--- src/design/qfk_pkg.sv ---
// qfk_pkg: shared types, constants and multiply-accumulate microcode for the
// quaternion forward kinematics core. No dependencies.
`default_nettype none

package qfk_pkg;

    localparam int MaxJoints = 32;
    localparam int JointIdxW = $clog2(MaxJoints);
    localparam int CountW    = JointIdxW + 1;

    localparam logic [5:0] JointCountReset = 6'd30;

    // mac phase lengths, in products
    localparam int SumSqLen = 4;
    localparam int MatLen   = 24;
    localparam int RotLen   = 9;
    localparam int QmulLen  = 16;
    localparam int MatSize  = 9;

    // normalizer: bits of root and of quotient
    localparam int NormSteps = 17;

    // quaternion component codes
    localparam logic [3:0] QX = 4'd0;
    localparam logic [3:0] QY = 4'd1;
    localparam logic [3:0] QZ = 4'd2;
    localparam logic [3:0] QW = 4'd3;

    typedef logic [3:0][15:0] quat_t;

    typedef enum logic [2:0] {
        ST_IDLE,
        ST_SUMSQ,
        ST_NORM,
        ST_MAT,
        ST_ROT,
        ST_QMUL,
        ST_WRITE,
        ST_OUT
    } top_state_t;

    typedef enum logic [2:0] {
        NS_IDLE,
        NS_SQRT,
        NS_LOAD,
        NS_DIV,
        NS_DONE
    } norm_state_t;

    typedef struct packed {
        logic       neg;
        logic       dbl;
        logic       first;
        logic       last;
        logic [3:0] dest;
    } mac_ctl_t;

    typedef struct packed {
        logic [3:0] a_sel;
        logic [3:0] b_sel;
        mac_ctl_t   ctl;
    } uop_t;

    typedef struct packed {
        logic        valid;
        logic [3:0]  dest;
        logic [63:0] acc;
    } mac_ret_t;

    function automatic logic signed [31:0] sx16(logic [15:0] v);
        return {{16{v[15]}}, v};
    endfunction

    function automatic uop_t mk(logic [3:0] a, logic [3:0] b, logic neg, logic dbl,
                                logic first, logic last, logic [3:0] dest);
        uop_t u;
        u.a_sel     = a;
        u.b_sel     = b;
        u.ctl.neg   = neg;
        u.ctl.dbl   = dbl;
        u.ctl.first = first;
        u.ctl.last  = last;
        u.ctl.dest  = dest;
        return u;
    endfunction

    function automatic uop_t sumsq_uop(logic [4:0] k);
        return mk(k[3:0], k[3:0], 1'b0, 1'b0, k == 5'd0, k == 5'(SumSqLen - 1), 4'd0);
    endfunction

    // rotation matrix entries from the parent quaternion, Q30 before rounding
    function automatic uop_t mat_uop(logic [4:0] k);
        uop_t u;
        case (k)
            5'd0:    u = mk(QX, QX, 1'b0, 1'b0, 1'b1, 1'b0, 4'd0);
            5'd1:    u = mk(QW, QW, 1'b0, 1'b0, 1'b0, 1'b0, 4'd0);
            5'd2:    u = mk(QY, QY, 1'b1, 1'b0, 1'b0, 1'b0, 4'd0);
            5'd3:    u = mk(QZ, QZ, 1'b1, 1'b0, 1'b0, 1'b1, 4'd0);
            5'd4:    u = mk(QX, QY, 1'b0, 1'b1, 1'b1, 1'b0, 4'd1);
            5'd5:    u = mk(QW, QZ, 1'b1, 1'b1, 1'b0, 1'b1, 4'd1);
            5'd6:    u = mk(QX, QZ, 1'b0, 1'b1, 1'b1, 1'b0, 4'd2);
            5'd7:    u = mk(QW, QY, 1'b0, 1'b1, 1'b0, 1'b1, 4'd2);
            5'd8:    u = mk(QW, QZ, 1'b0, 1'b1, 1'b1, 1'b0, 4'd3);
            5'd9:    u = mk(QX, QY, 1'b0, 1'b1, 1'b0, 1'b1, 4'd3);
            5'd10:   u = mk(QW, QW, 1'b0, 1'b0, 1'b1, 1'b0, 4'd4);
            5'd11:   u = mk(QX, QX, 1'b1, 1'b0, 1'b0, 1'b0, 4'd4);
            5'd12:   u = mk(QY, QY, 1'b0, 1'b0, 1'b0, 1'b0, 4'd4);
            5'd13:   u = mk(QZ, QZ, 1'b1, 1'b0, 1'b0, 1'b1, 4'd4);
            5'd14:   u = mk(QW, QX, 1'b1, 1'b1, 1'b1, 1'b0, 4'd5);
            5'd15:   u = mk(QY, QZ, 1'b0, 1'b1, 1'b0, 1'b1, 4'd5);
            5'd16:   u = mk(QW, QY, 1'b1, 1'b1, 1'b1, 1'b0, 4'd6);
            5'd17:   u = mk(QX, QZ, 1'b0, 1'b1, 1'b0, 1'b1, 4'd6);
            5'd18:   u = mk(QW, QX, 1'b0, 1'b1, 1'b1, 1'b0, 4'd7);
            5'd19:   u = mk(QY, QZ, 1'b0, 1'b1, 1'b0, 1'b1, 4'd7);
            5'd20:   u = mk(QW, QW, 1'b0, 1'b0, 1'b1, 1'b0, 4'd8);
            5'd21:   u = mk(QX, QX, 1'b1, 1'b0, 1'b0, 1'b0, 4'd8);
            5'd22:   u = mk(QY, QY, 1'b1, 1'b0, 1'b0, 1'b0, 4'd8);
            5'd23:   u = mk(QZ, QZ, 1'b0, 1'b0, 1'b0, 1'b1, 4'd8);
            default: u = '0;
        endcase
        return u;
    endfunction

    // a_sel: offset component, b_sel: matrix entry, dest: output row
    function automatic uop_t rot_uop(logic [4:0] k);
        uop_t u;
        case (k)
            5'd0:    u = mk(4'd0, 4'd0, 1'b0, 1'b0, 1'b1, 1'b0, 4'd0);
            5'd1:    u = mk(4'd1, 4'd1, 1'b0, 1'b0, 1'b0, 1'b0, 4'd0);
            5'd2:    u = mk(4'd2, 4'd2, 1'b0, 1'b0, 1'b0, 1'b1, 4'd0);
            5'd3:    u = mk(4'd0, 4'd3, 1'b0, 1'b0, 1'b1, 1'b0, 4'd1);
            5'd4:    u = mk(4'd1, 4'd4, 1'b0, 1'b0, 1'b0, 1'b0, 4'd1);
            5'd5:    u = mk(4'd2, 4'd5, 1'b0, 1'b0, 1'b0, 1'b1, 4'd1);
            5'd6:    u = mk(4'd0, 4'd6, 1'b0, 1'b0, 1'b1, 1'b0, 4'd2);
            5'd7:    u = mk(4'd1, 4'd7, 1'b0, 1'b0, 1'b0, 1'b0, 4'd2);
            5'd8:    u = mk(4'd2, 4'd8, 1'b0, 1'b0, 1'b0, 1'b1, 4'd2);
            default: u = '0;
        endcase
        return u;
    endfunction

    // parent world rotation times normalized local rotation
    function automatic uop_t qmul_uop(logic [4:0] k);
        uop_t u;
        case (k)
            5'd0:    u = mk(QX, QW, 1'b0, 1'b0, 1'b1, 1'b0, QX);
            5'd1:    u = mk(QW, QX, 1'b0, 1'b0, 1'b0, 1'b0, QX);
            5'd2:    u = mk(QY, QZ, 1'b0, 1'b0, 1'b0, 1'b0, QX);
            5'd3:    u = mk(QZ, QY, 1'b1, 1'b0, 1'b0, 1'b1, QX);
            5'd4:    u = mk(QY, QW, 1'b0, 1'b0, 1'b1, 1'b0, QY);
            5'd5:    u = mk(QW, QY, 1'b0, 1'b0, 1'b0, 1'b0, QY);
            5'd6:    u = mk(QZ, QX, 1'b0, 1'b0, 1'b0, 1'b0, QY);
            5'd7:    u = mk(QX, QZ, 1'b1, 1'b0, 1'b0, 1'b1, QY);
            5'd8:    u = mk(QZ, QW, 1'b0, 1'b0, 1'b1, 1'b0, QZ);
            5'd9:    u = mk(QW, QZ, 1'b0, 1'b0, 1'b0, 1'b0, QZ);
            5'd10:   u = mk(QX, QY, 1'b0, 1'b0, 1'b0, 1'b0, QZ);
            5'd11:   u = mk(QY, QX, 1'b1, 1'b0, 1'b0, 1'b1, QZ);
            5'd12:   u = mk(QW, QW, 1'b0, 1'b0, 1'b1, 1'b0, QW);
            5'd13:   u = mk(QX, QX, 1'b1, 1'b0, 1'b0, 1'b0, QW);
            5'd14:   u = mk(QY, QY, 1'b1, 1'b0, 1'b0, 1'b0, QW);
            5'd15:   u = mk(QZ, QZ, 1'b1, 1'b0, 1'b0, 1'b1, QW);
            default: u = '0;
        endcase
        return u;
    endfunction

endpackage

`default_nettype wire

--- src/design/qfk_norm.sv ---
// qfk_norm: quaternion normalizer; bit-serial square root of the sum of squares,
// then one restoring divide per component. Depends on qfk_pkg.
`default_nettype none

module qfk_norm (
    input  wire logic              clk,
    input  wire logic              rst_n,
    input  wire logic              start,
    input  wire logic [32:0]       sum_sq,
    input  wire qfk_pkg::quat_t    q_in,
    output logic                   done,
    output qfk_pkg::quat_t         q_out
);

    qfk_pkg::norm_state_t state_reg, state_next;

    logic [4:0]      it_reg;
    logic [1:0]      comp_reg;
    logic [33:0]     srem_reg;
    logic [33:0]     root_reg;
    logic [33:0]     bit_reg;
    logic [17:0]     rem_reg;
    logic [31:0]     num_reg;
    logic [16:0]     quot_reg;
    qfk_pkg::quat_t  q_reg;
    qfk_pkg::quat_t  res_reg;

    logic [33:0]     trial;
    logic            sq_ge;
    logic [16:0]     len;
    logic [17:0]     divisor;
    logic [15:0]     comp_val;
    logic [15:0]     comp_abs;
    logic [31:0]     num_init;
    logic [18:0]     rem_sh;
    logic            div_ge;
    logic [18:0]     rem_sub;
    logic [16:0]     quot_new;
    logic [16:0]     quot_neg;
    logic [15:0]     comp_res;
    logic            last_it;

    always_comb
    begin
        trial    = root_reg + bit_reg;
        sq_ge    = srem_reg >= trial;
        len      = root_reg[16:0];
        divisor  = {len, 1'b0};
        comp_val = q_reg[comp_reg];
        comp_abs = comp_val[15] ? (~comp_val + 16'd1) : comp_val;
        num_init = {comp_abs, 16'd0} + {15'd0, len};
        rem_sh   = {rem_reg, num_reg[31]};
        div_ge   = rem_sh >= {1'b0, divisor};
        rem_sub  = rem_sh - {1'b0, divisor};
        quot_new = {quot_reg[15:0], div_ge};
        quot_neg = ~quot_new + 17'd1;
        if (comp_val[15])
        begin
            comp_res = quot_neg[15:0];
        end
        else if (quot_new > 17'd32767)
        begin
            comp_res = 16'h7fff;
        end
        else
        begin
            comp_res = quot_new[15:0];
        end
        last_it = it_reg == 5'(qfk_pkg::NormSteps - 1);
    end

    always_comb
    begin
        state_next = state_reg;
        case (state_reg)
            qfk_pkg::NS_IDLE:
            begin
                if (start)
                begin
                    state_next = (sum_sq == 33'd0) ? qfk_pkg::NS_DONE : qfk_pkg::NS_SQRT;
                end
            end
            qfk_pkg::NS_SQRT:
            begin
                if (last_it)
                begin
                    state_next = qfk_pkg::NS_LOAD;
                end
            end
            qfk_pkg::NS_LOAD:
            begin
                state_next = qfk_pkg::NS_DIV;
            end
            qfk_pkg::NS_DIV:
            begin
                if (last_it)
                begin
                    state_next = (comp_reg == 2'd3) ? qfk_pkg::NS_DONE : qfk_pkg::NS_LOAD;
                end
            end
            qfk_pkg::NS_DONE:
            begin
                state_next = qfk_pkg::NS_IDLE;
            end
            default:
            begin
                state_next = qfk_pkg::NS_IDLE;
            end
        endcase
    end

    always_comb
    begin
        done  = state_reg == qfk_pkg::NS_DONE;
        q_out = res_reg;
    end

    always_ff @(posedge clk or negedge rst_n)
    begin
        if (!rst_n)
        begin
            state_reg <= qfk_pkg::NS_IDLE;
        end
        else
        begin
            state_reg <= state_next;
        end
    end

    always_ff @(posedge clk)
    begin
        case (state_reg)
            qfk_pkg::NS_IDLE:
            begin
                q_reg    <= q_in;
                res_reg  <= q_in;
                srem_reg <= {1'b0, sum_sq};
                root_reg <= '0;
                bit_reg  <= 34'd1 << 32;
                it_reg   <= '0;
                comp_reg <= '0;
            end
            qfk_pkg::NS_SQRT:
            begin
                if (sq_ge)
                begin
                    srem_reg <= srem_reg - trial;
                    root_reg <= (root_reg >> 1) + bit_reg;
                end
                else
                begin
                    root_reg <= root_reg >> 1;
                end
                bit_reg <= bit_reg >> 2;
                it_reg  <= last_it ? 5'd0 : it_reg + 5'd1;
            end
            qfk_pkg::NS_LOAD:
            begin
                rem_reg  <= 18'(num_init[31:17]);
                num_reg  <= num_init << 15;
                quot_reg <= '0;
                it_reg   <= '0;
            end
            qfk_pkg::NS_DIV:
            begin
                rem_reg  <= div_ge ? rem_sub[17:0] : rem_sh[17:0];
                num_reg  <= num_reg << 1;
                quot_reg <= quot_new;
                it_reg   <= it_reg + 5'd1;
                if (last_it)
                begin
                    res_reg[comp_reg] <= comp_res;
                    comp_reg          <= comp_reg + 2'd1;
                end
            end
            default:
            begin
            end
        endcase
    end

endmodule

`default_nettype wire

--- config.mk ---
export PLATFORM = sky130hd
export DESIGN_NAME = qfk_norm
export DESIGN_NICKNAME = d
export VERILOG_FILES = /design/src/design/qfk_pkg.sv /design/src/design/qfk_norm.sv
export SDC_FILE = /design/constraint.sdc
export NUM_CORES = 1
export LEC_CHECK = 0
export BUFFER_PORTS_ARGS = -buffer_cell sky130_fd_sc_hd__buf_4
export CORE_ASPECT_RATIO = 1.2
export CORE_MARGIN = 2
export CORE_UTILIZATION = 55
export CTS_CLUSTER_SIZE = 30
export DETAILED_ROUTE_END_ITERATION = 16
export PLACE_DENSITY = 0.75
export SETUP_SLACK_MARGIN = 0.3
export SLEW_MARGIN = 25
export SYNTH_ARGS = -nofsm -noshare
export SYNTH_HDL_FRONTEND = slang
export SYNTH_SLANG_ARGS = --single-unit
--- constraint.sdc ---
create_clock -name clk -period 8.6 [get_ports clk]
set_clock_uncertainty 0.2 [all_clocks]
set_input_delay 1.29 -clock clk [delete_from_list [all_inputs] [get_ports clk]]
set_output_delay 1.29 -clock clk [all_outputs]
set_load 0.01 [all_outputs]
## Word-level counts from Yosys, hierarchy flattened

Index checks and enable logic that the tools add are counted.

- Input port bits: 100
- Output and inout port bits: 65
- Register bits after elaboration: 306
- Logic and storage cells: 83

- Reduce and logical (&&, ||, !) cells: 11
- Equality and inequality tests: 10
- Add/subtract/negate cells: 9
- Multiplexer cells: 29
- Bitwise logic cells: 2
- Order comparisons: 5

Operator list:

| operator | count |
|---|---|
| 34-bit one-hot mux with 2 select lines | 3 |
| 64-bit one-hot mux with 2 select lines | 1 |
| 16-bit two-way mux | 5 |
| 34-bit two-way mux | 2 |
| 64-bit bitwise mux | 1 |
| 64-bit two-way mux | 1 |
| 32-bit one-hot mux with 2 select lines | 1 |
| 18-bit one-hot mux with 2 select lines | 1 |
| 33-bit by 34-bit adder with 34-bit output | 1 |
| 34-bit adder | 1 |
| 34-bit greater-or-equal comparator | 1 |
| 34-bit subtractor | 1 |
| 33-bit logical NOT | 1 |
| 16-bit by 1-bit adder with 16-bit output, second input constant | 2 |
| 32-bit by 17-bit adder with 32-bit output | 1 |
| 16-bit binary-select mux with 2-bit select | 1 |
| 16-bit demux with 2-bit select | 1 |
| 16-bit NOT | 2 |
| 16-bit one-hot mux with 2 select lines | 1 |
| 19-bit by 18-bit greater-or-equal comparator with 1-bit output | 1 |
| 18-bit two-way mux | 1 |
| 18-bit subtractor | 1 |
| 17-bit by 15-bit > comparator with 1-bit output, second input constant | 1 |
| 3-bit two-way mux | 5 |
| other kinds (22) | 29 |

## Logic depth before layout (Yosys ltp)

Gate-level depths: netlist of the first run.

- Word-level depth: 7
- Gate-level depth with buffers: 22
- Depth with buffers taken out: 20

## Worst setup path after synthesis of the first run

No wires, ideal clock.

- Path type: reg2reg
- Start: register root_reg[2]
- End: register srem_reg[0], enable pin
- Path slack: 1233 ps
- Clock period less this slack: 7367 ps
- Stages on the path, launching flop included: 20
- Data required time: 7922 ps
- Library setup time: 478 ps
- Arrival: 6689 ps
- Path buffers: 2
- Path through: edfxtp_1 ha_1 a31o_2 a31oi_1 o21a_1 o21ai_0 a31oi_1 o21bai_1 a31oi_1 xor2_1 ha_1 nand4_1 nor2_1 and3_1 a2111oi_0 a2111oi_1 o22ai_1 buf_2 buf_2 a21boi_0

- Longest elaborated chain between the ends: 4

RTL lines:

| element | RTL line | source |
|---|---|---|
| start, declared | qfk_norm.sv:20 | `logic [33:0] root_reg;` |
| start signal, assigned | qfk_norm.sv:148 | `root_reg <= (root_reg >> 1) + bit_reg;` |
| start signal, assigned | qfk_norm.sv:152 | `root_reg <= root_reg >> 1;` |
| 34-bit adder | qfk_norm.sv:45 | `trial = root_reg + bit_reg;` |
| 34-bit greater-or-equal comparator | qfk_norm.sv:46 | `sq_ge = srem_reg >= trial;` |
| 2-bit != test (no source line) | n/a |  |
| 2-bit AND reduction (no source line) | n/a |  |
| end signal, assigned | qfk_norm.sv:137 | `srem_reg <= {1'b0, sum_sq};` |
| end signal, assigned | qfk_norm.sv:147 | `srem_reg <= srem_reg - trial;` |
| end, declared | qfk_norm.sv:19 | `logic [33:0] srem_reg;` |

No other way between the ends.
A chain may end at the register's enable or synchronous reset.

## Final worst setup path of the first run

- Start: register root_reg[2]
- End: register srem_reg[22], enable pin

The elaborated chain is that of the path after synthesis.

==> results of run 1 <==
## through the flow
step,utilization,worst slack (ns),instance area [um^2],hold slack (ns)
floorplan,-,1.23,16900,0.284
global placement,0.611,2.43,18600,0.311
detailed placement,0.612,2.34,18600,0.313
CTS,0.643,2.30,19500,0.297
global route,0.643,1.85,19500,0.290
finish,0.643,2.34,19500,0.311
## worst max-delay path, cell delays in order, from the launching register on
cell,delay (ns)
sky130_fd_sc_hd__edfxtp_1,0.47
sky130_fd_sc_hd__ha_1,0.36
sky130_fd_sc_hd__a31o_2,0.24
sky130_fd_sc_hd__a31oi_1,0.29
sky130_fd_sc_hd__o21a_1,0.27
sky130_fd_sc_hd__o21ai_0,0.23
sky130_fd_sc_hd__a31oi_1,0.30
sky130_fd_sc_hd__o21bai_1,0.14
sky130_fd_sc_hd__a31oi_1,0.23
sky130_fd_sc_hd__xor2_1,0.12
sky130_fd_sc_hd__ha_1,0.39
sky130_fd_sc_hd__nand4_1,0.16
sky130_fd_sc_hd__nor2_1,0.28
sky130_fd_sc_hd__and3_1,0.22
sky130_fd_sc_hd__a2111oi_0,0.12
sky130_fd_sc_hd__a2111oi_1,0.66
sky130_fd_sc_hd__o22ai_2,0.13
sky130_fd_sc_hd__buf_4,0.29
sky130_fd_sc_hd__a21boi_4,0.57
sky130_fd_sc_hd__buf_16,0.24
## synth_stat cells (3+ instances only)
library cell                count  area (um^2)
sky130_fd_sc_hd__edfxtp_1     271         8140
sky130_fd_sc_hd__nand2_1      182          683
sky130_fd_sc_hd__o21ai_0      135          676
sky130_fd_sc_hd__nor2_1       122          458
sky130_fd_sc_hd__a21oi_1      106          531
sky130_fd_sc_hd__ha_1          98         1230
sky130_fd_sc_hd__inv_1         61          229
sky130_fd_sc_hd__xnor2_1       59          517
sky130_fd_sc_hd__xor2_1        51          447
sky130_fd_sc_hd__clkbuf_1      44          165
sky130_fd_sc_hd__and3_1        41          257
sky130_fd_sc_hd__a31oi_1       40          250
sky130_fd_sc_hd__nand4_1       29          181
sky130_fd_sc_hd__a211oi_1      27          203
sky130_fd_sc_hd__a21o_1        26          195
sky130_fd_sc_hd__nor3_1        26          130
sky130_fd_sc_hd__nand3_1       23          115
sky130_fd_sc_hd__a22o_1        20          175
sky130_fd_sc_hd__nand2b_1      18          113
sky130_fd_sc_hd__o21bai_1      17          128
sky130_fd_sc_hd__nor4_1        16          100
sky130_fd_sc_hd__o31ai_1       16          120
sky130_fd_sc_hd__or3_1         14         87.6
sky130_fd_sc_hd__a31o_2        12          105
sky130_fd_sc_hd__mux4_2        12          270
sky130_fd_sc_hd__o211ai_1      12         90.1
sky130_fd_sc_hd__o21a_1        12         90.1
sky130_fd_sc_hd__buf_2         11         55.1
sky130_fd_sc_hd__nor2b_1       11         68.8
sky130_fd_sc_hd__and2_1        10         62.6
sky130_fd_sc_hd__mux2i_1       10          100
sky130_fd_sc_hd__a21boi_0       7         52.6
sky130_fd_sc_hd__a41oi_1        6         52.6
sky130_fd_sc_hd__buf_1          6         22.5
sky130_fd_sc_hd__o31a_1         5         43.8
sky130_fd_sc_hd__and4_1         4         35.0
sky130_fd_sc_hd__mux4_1         4          105
sky130_fd_sc_hd__o22ai_1        4         25.0
sky130_fd_sc_hd__or4_1          4         30.0
sky130_fd_sc_hd__a2111oi_0      3         26.3
sky130_fd_sc_hd__a311oi_1       3         26.3
sky130_fd_sc_hd__dfrtp_1        3         75.1
sky130_fd_sc_hd__mux2_2         3         33.8
sky130_fd_sc_hd__nand4b_1       3         26.3
sky130_fd_sc_hd__o311a_1        3         30.0
## layer usage
metal  GRT usage  up-vias
li1            -     6469
met4      0.0744        0
met5           0        -
met3      0.0357       66
met1       0.317     6426
met2       0.472      427
## worst paths after layout
kind / start / end
max: root_reg[2] / srem_reg[22]
min: rst_n / state_reg[2]
max reg2reg: root_reg[2] / srem_reg[22]
min reg2reg: num_reg[15] / num_reg[16]
max in group asynchronous: rst_n / state_reg[0]
min in group clk: num_reg[15] / num_reg[16]
## cell families after synthesis
group	Yosys count
XOR/XNOR	110
adder cells (fa/ha/maj)	100
buffers and inverters	125
AO/OA/AOI/OAI	475
multiplexers	29
flip-flops	274
AND/OR/NAND/NOR	515
## area by class of cell
class | instances | area (um^2) | area share
clock buffers | 31 | 733 | 0.0375
clock inverters | 20 | 196 | 0.0101
inverters | 62 | 233 | 0.0119
multi-input cells | 1229 | 8280 | 0.424
flip-flops and latches | 274 | 8210 | 0.420
well taps | 396 | 495 | 0.0254
repair buffers | 182 | 1390 | 0.0710
==> impl_metrics.toml, run 1 <==
[die]
die_area_um2 = 32200
die-width_um = 164
start_util = 0.557
dieHeight_um = 196
number_of_rows_in_the_core_area = 70
core_region_area_um2 = 30400
design.portCount = 165

[cells_and_area]
final_nets = 1977
layout.cells.most_common_list = "sky130_fd_sc_hd__edfxtp_1, sky130_fd_sc_hd__nand2_1, sky130_fd_sc_hd__buf_4"
antenna_cells_inserted = 0
commonest_non_fill_non_tap_cell_in_the_layout = "sky130_fd_sc_hd__edfxtp_1"
layout-drive-gt1-share = 0.151
areaGrowthSynthToFinish_pct = 15.5
layoutNonFillerInstCount = 2194
filler_cell_count = 2453

[global_route]
first_global_vias = 13000
global_route.overflow_total = 0
grt_max_degree = 80
globalRouteTotalUtil = 0.259
grt_antenna_before_repair = 0
first_pass_grt_wire_length_um = 66800

[synth]
post_synth_mux_area_share = 0.0301
synthArstFlopShare = 0.0109
synth_area_um2 = 16900
mappedNetlistNets = 1828
main_combinational_cell_family_by_area_after_synthesis = "compound AO/OA/AOI/OAI gates"
xor_and_xnor_fraction_of_the_mapped_netlist_area = 0.0569
avgSynthCellArea_um2 = 10.4
synthAdderAreaFrac = 0.0748
synthCells = 1628
synth_simple_gate_area_frac = 0.145
yosys.cell_types.count = 71
synth.yosys.warnings = 0
synth-compound-area-share = 0.178
synth-edff-count = 271
portion_of_the_post_synthesis_area_used_by_sequential_elements = 0.485
synth-main-ff-cell = "sky130_fd_sc_hd__edfxtp_1"
ys_ff_latch = 274

[clock_network]
cts_root_buffer = "sky130_fd_sc_hd__clkbuf_16"
postCtsResizedCells = 0
tritoncts = "done"
post_cts.repair.setup_buffers = 0
clkTransAtPathRegs_ns = 0.06
number_of_clock_buffers_inserted_by_tritoncts = 28
hold_buffers = 0
clock_insertion_delay_worst_skew_ns = 0.55
clock_path_buffers = 3
htreeDepth = 1
cts.sink_count = 274

[worst_setup_path]
type_of_the_worst_setup_path = "flop to flop"
cp_max_fo = 39
critical_path_arrival_ns = 6.32
r2r_cells = 19
reg_to_reg_slack_setup_ns = 2.34
setup.worst_path.start_class = "flop"
timing.critical_path.to_type = "flop"
crit_required_ns = 8.66

[routing]
detail_routed_net_length_per_standard_cell_um = 19.1
dr_total_vias = 13400
wirelength_um = 42000
drt_drc_violations_left = 0
top_layer_used = "met4"
wl_met3_um = 2320
drtIter0Drc = 1309
ant_nets = 0
detailroute.wirelength.met2_um = 21600
tritonroute_pass_1_iters = 5
avgViaCountPerCell = 6.10
drt-met1-wl_um = 17000

[sta]
setup_viol_count_final = 0
finalSetupTns_ns = 0
worst_margin_slew_ns = 1.03
slew-limit-headroom = 0.315
timing.final.crit_share = 0.728
final-hold-violation-count = 0
unrepaired_setup_endpoints_after_global_routing = "false"
period_needed_ns = 6.26
timing.fmax_mhz = 160
slew_viol_final = 0

[placed_design]
port_buffers = 164
globalplace.congestion = 0.934
dpl.hpwl_um = 30500
placed_cells_incl_taps = 2143

[status]
run_status = "complete, no violations"

[hold_path]
worstHoldPathType = "input port to async pin"

[flow_run]
cap_violations = 0
Power of run 1 is not shown: default switching activity piles up to over one toggle a cycle in this logic, so the estimate is an artifact.
==> run 2, diff against run 1 <==
--- a/config.mk
+++ b/config.mk
@@ -11,7 +11,7 @@
 export CORE_UTILIZATION = 55
 export CTS_CLUSTER_SIZE = 30
 export DETAILED_ROUTE_END_ITERATION = 16
-export PLACE_DENSITY = 0.75
+export PLACE_DENSITY = 0.78
 export SETUP_SLACK_MARGIN = 0.3
 export SLEW_MARGIN = 25
 export SYNTH_ARGS = -nofsm -noshare
==> constraint.sdc (replaced) <==
create_clock -name clk -period 5.38 [get_ports clk]
set_clock_uncertainty 0.2 [all_clocks]
set_input_delay 0.807 -clock clk [delete_from_list [all_inputs] [get_ports clk]]
set_output_delay 0.807 -clock clk [all_outputs]
set_load 0.01 [all_outputs]
==> run 2 against run 1 <==
Non-clock buffer count is 24 higher. Largest cell class unchanged. Die area did not move. Utilization increased by 1.5 points. Count of clock-buffer cells in the layout down 2. Via count rose by 2.0%.
==> impl_metrics.toml, run 2 (same netlist as run 1, synthesis figures left out) <==
[placed_design]
preCtsSetupSlack_ns = 0.173
port_buffers = 164
globalplace.congestion = 0.926
placed_cells_incl_taps = 2152
dpl.hpwl_um = 30900

[sta]
post-route-worst-setup-slack_ns = 0.477
setup_viol_count_final = 0
unrepaired_setup_endpoints_after_global_routing = "false"
period_needed_ns = 4.90
timing.fmax_mhz = 204
fin_hold_ws_ns = 0.222
slew-limit-headroom = 0.234
slew_viol_final = 0
final-hold-violation-count = 0
worst_margin_slew_ns = 1.14
timing.final.crit_share = 0.911

[global_route]
grt_max_degree = 69
globalRouteTotalUtil = 0.264
first_global_vias = 13500
first_pass_grt_wire_length_um = 67700
global_route.overflow_total = 0
grt_antenna_before_repair = 0

[routing]
drt_drc_violations_left = 0
dr_total_vias = 13700
tritonroute_pass_1_iters = 5
avgViaCountPerCell = 6.16
ant_nets = 0
detail_routed_net_length_per_standard_cell_um = 19.5
wirelength_um = 43200
drtIter0Drc = 1081

[cells_and_area]
layout.cells.most_common_list = "sky130_fd_sc_hd__edfxtp_1, sky130_fd_sc_hd__buf_4, sky130_fd_sc_hd__nand2_1"
multiInputGateArea_um2 = 8510
layoutNonFillerInstCount = 2218
areaGrowthSynthToFinish_pct = 18.2
final_nets = 2002
antenna_cells_inserted = 0
register_area_um2 = 8210
commonest_non_fill_non_tap_cell_in_the_layout = "sky130_fd_sc_hd__edfxtp_1"
fin_util = 0.658
layout-drive-gt1-share = 0.179
filler_cell_count = 2254

[clock_network]
number_of_clock_buffers_inserted_by_tritoncts = 29
cts_root_buffer = "sky130_fd_sc_hd__clkbuf_16"
clock_path_buffers = 3
tritoncts = "done"
clock_insertion_delay_worst_skew_ns = 0.57
htreeDepth = 1
clkTransAtPathRegs_ns = 0.06
cts.sink_count = 274

[die]
design.portCount = 165
die_area_um2 = 32200
number_of_rows_in_the_core_area = 70
dieHeight_um = 196
core_region_area_um2 = 30400
die-width_um = 164
start_util = 0.557

[hold_path]
worstHoldPathType = "input port to flop"
worstHoldStart = "q_in[45]"

[worst_setup_path]
critical_path_arrival_ns = 5.09
crit-reg2reg-launch = "root_reg[2]"
setup.worst_path.start_class = "flop"
cp-startpoint = "root_reg[2]"
cp_max_fo = 39
timing.critical_path.to_type = "flop"
type_of_the_worst_setup_path = "flop to flop"
crit_required_ns = 5.57

[flow_run]
cap_violations = 0

[status]
run_status = "complete, no violations"
-- run 2: final timing paths --
kind | endpoint | slack (ns) | cells past startpoint
max | root_reg[3] | 0.48 | 19
min | q_reg[45] | 0.22 | 1
max reg2reg | root_reg[3] | 0.48 | 19
min reg2reg | num_reg[26] | 0.32 | 2
max in group asynchronous | state_reg[2] | 4.50 | 2
min in group asynchronous | state_reg[1] | 0.39 | 2
-- run 2: repair_timing --
action,4_1_cts,5_1_grt
hold buffers,1,0
gates resized for setup,2,27
buffers inserted,0,14
pin swaps,0,7
endpoints found under the hold margin,3,0
setup endpoints to repair,50,69
-- run 2: area by class of cell --
class,count,share of cell area
flip-flops and latches,274,0.411
inverters,62,0.0116
multi-input cells,1229,0.425
clock buffers,29,0.0363
well taps,396,0.0248
repair buffers,206,0.0793
clock inverters,22,0.0118
-- run 2: metal layers --
| layer | vias up | track usage | part of all wire |
|---|---|---|---|
| li1 | 6519 | - | - |
| met5 | - | 0 | 0 |
| met3 | 95 | 0.0516 | 0.075 |
| met1 | 6506 | 0.305 | 0.39 |
| met4 | 0 | 0.106 | 0.035 |
| met2 | 542 | 0.475 | 0.50 |
-- run 2: critical path: stages (launching register included) --
cell	delay [ns]
sky130_fd_sc_hd__edfxtp_1	0.48
sky130_fd_sc_hd__ha_4	0.34
sky130_fd_sc_hd__a31o_4	0.17
sky130_fd_sc_hd__a31oi_4	0.09
sky130_fd_sc_hd__o21a_2	0.27
sky130_fd_sc_hd__o21ai_4	0.21
sky130_fd_sc_hd__a31oi_2	0.14
sky130_fd_sc_hd__o21bai_2	0.19
sky130_fd_sc_hd__a31oi_1	0.11
sky130_fd_sc_hd__xor2_1	0.19
sky130_fd_sc_hd__ha_2	0.40
sky130_fd_sc_hd__nand4_1	0.18
sky130_fd_sc_hd__nor2_4	0.19
sky130_fd_sc_hd__and3_4	0.22
sky130_fd_sc_hd__a2111oi_4	0.08
sky130_fd_sc_hd__a2111oi_4	0.33
sky130_fd_sc_hd__o22ai_2	0.16
sky130_fd_sc_hd__buf_12	0.19
sky130_fd_sc_hd__or3_1	0.35
sky130_fd_sc_hd__a21oi_1	0.19
-- run 2: through the flow --
| stage | area (um^2) | TNS (ns) |
|---|---|---|
| after detailed placement | 18800 | 0 |
| after CTS | 19800 | 0 |
| after floorplan | 17000 | -53.49 |
| after global placement | 18800 | 0 |
| final | 20000 | 0 |
| after global routing | 20000 | 0 |
Power of run 2 is left out for the same reason.
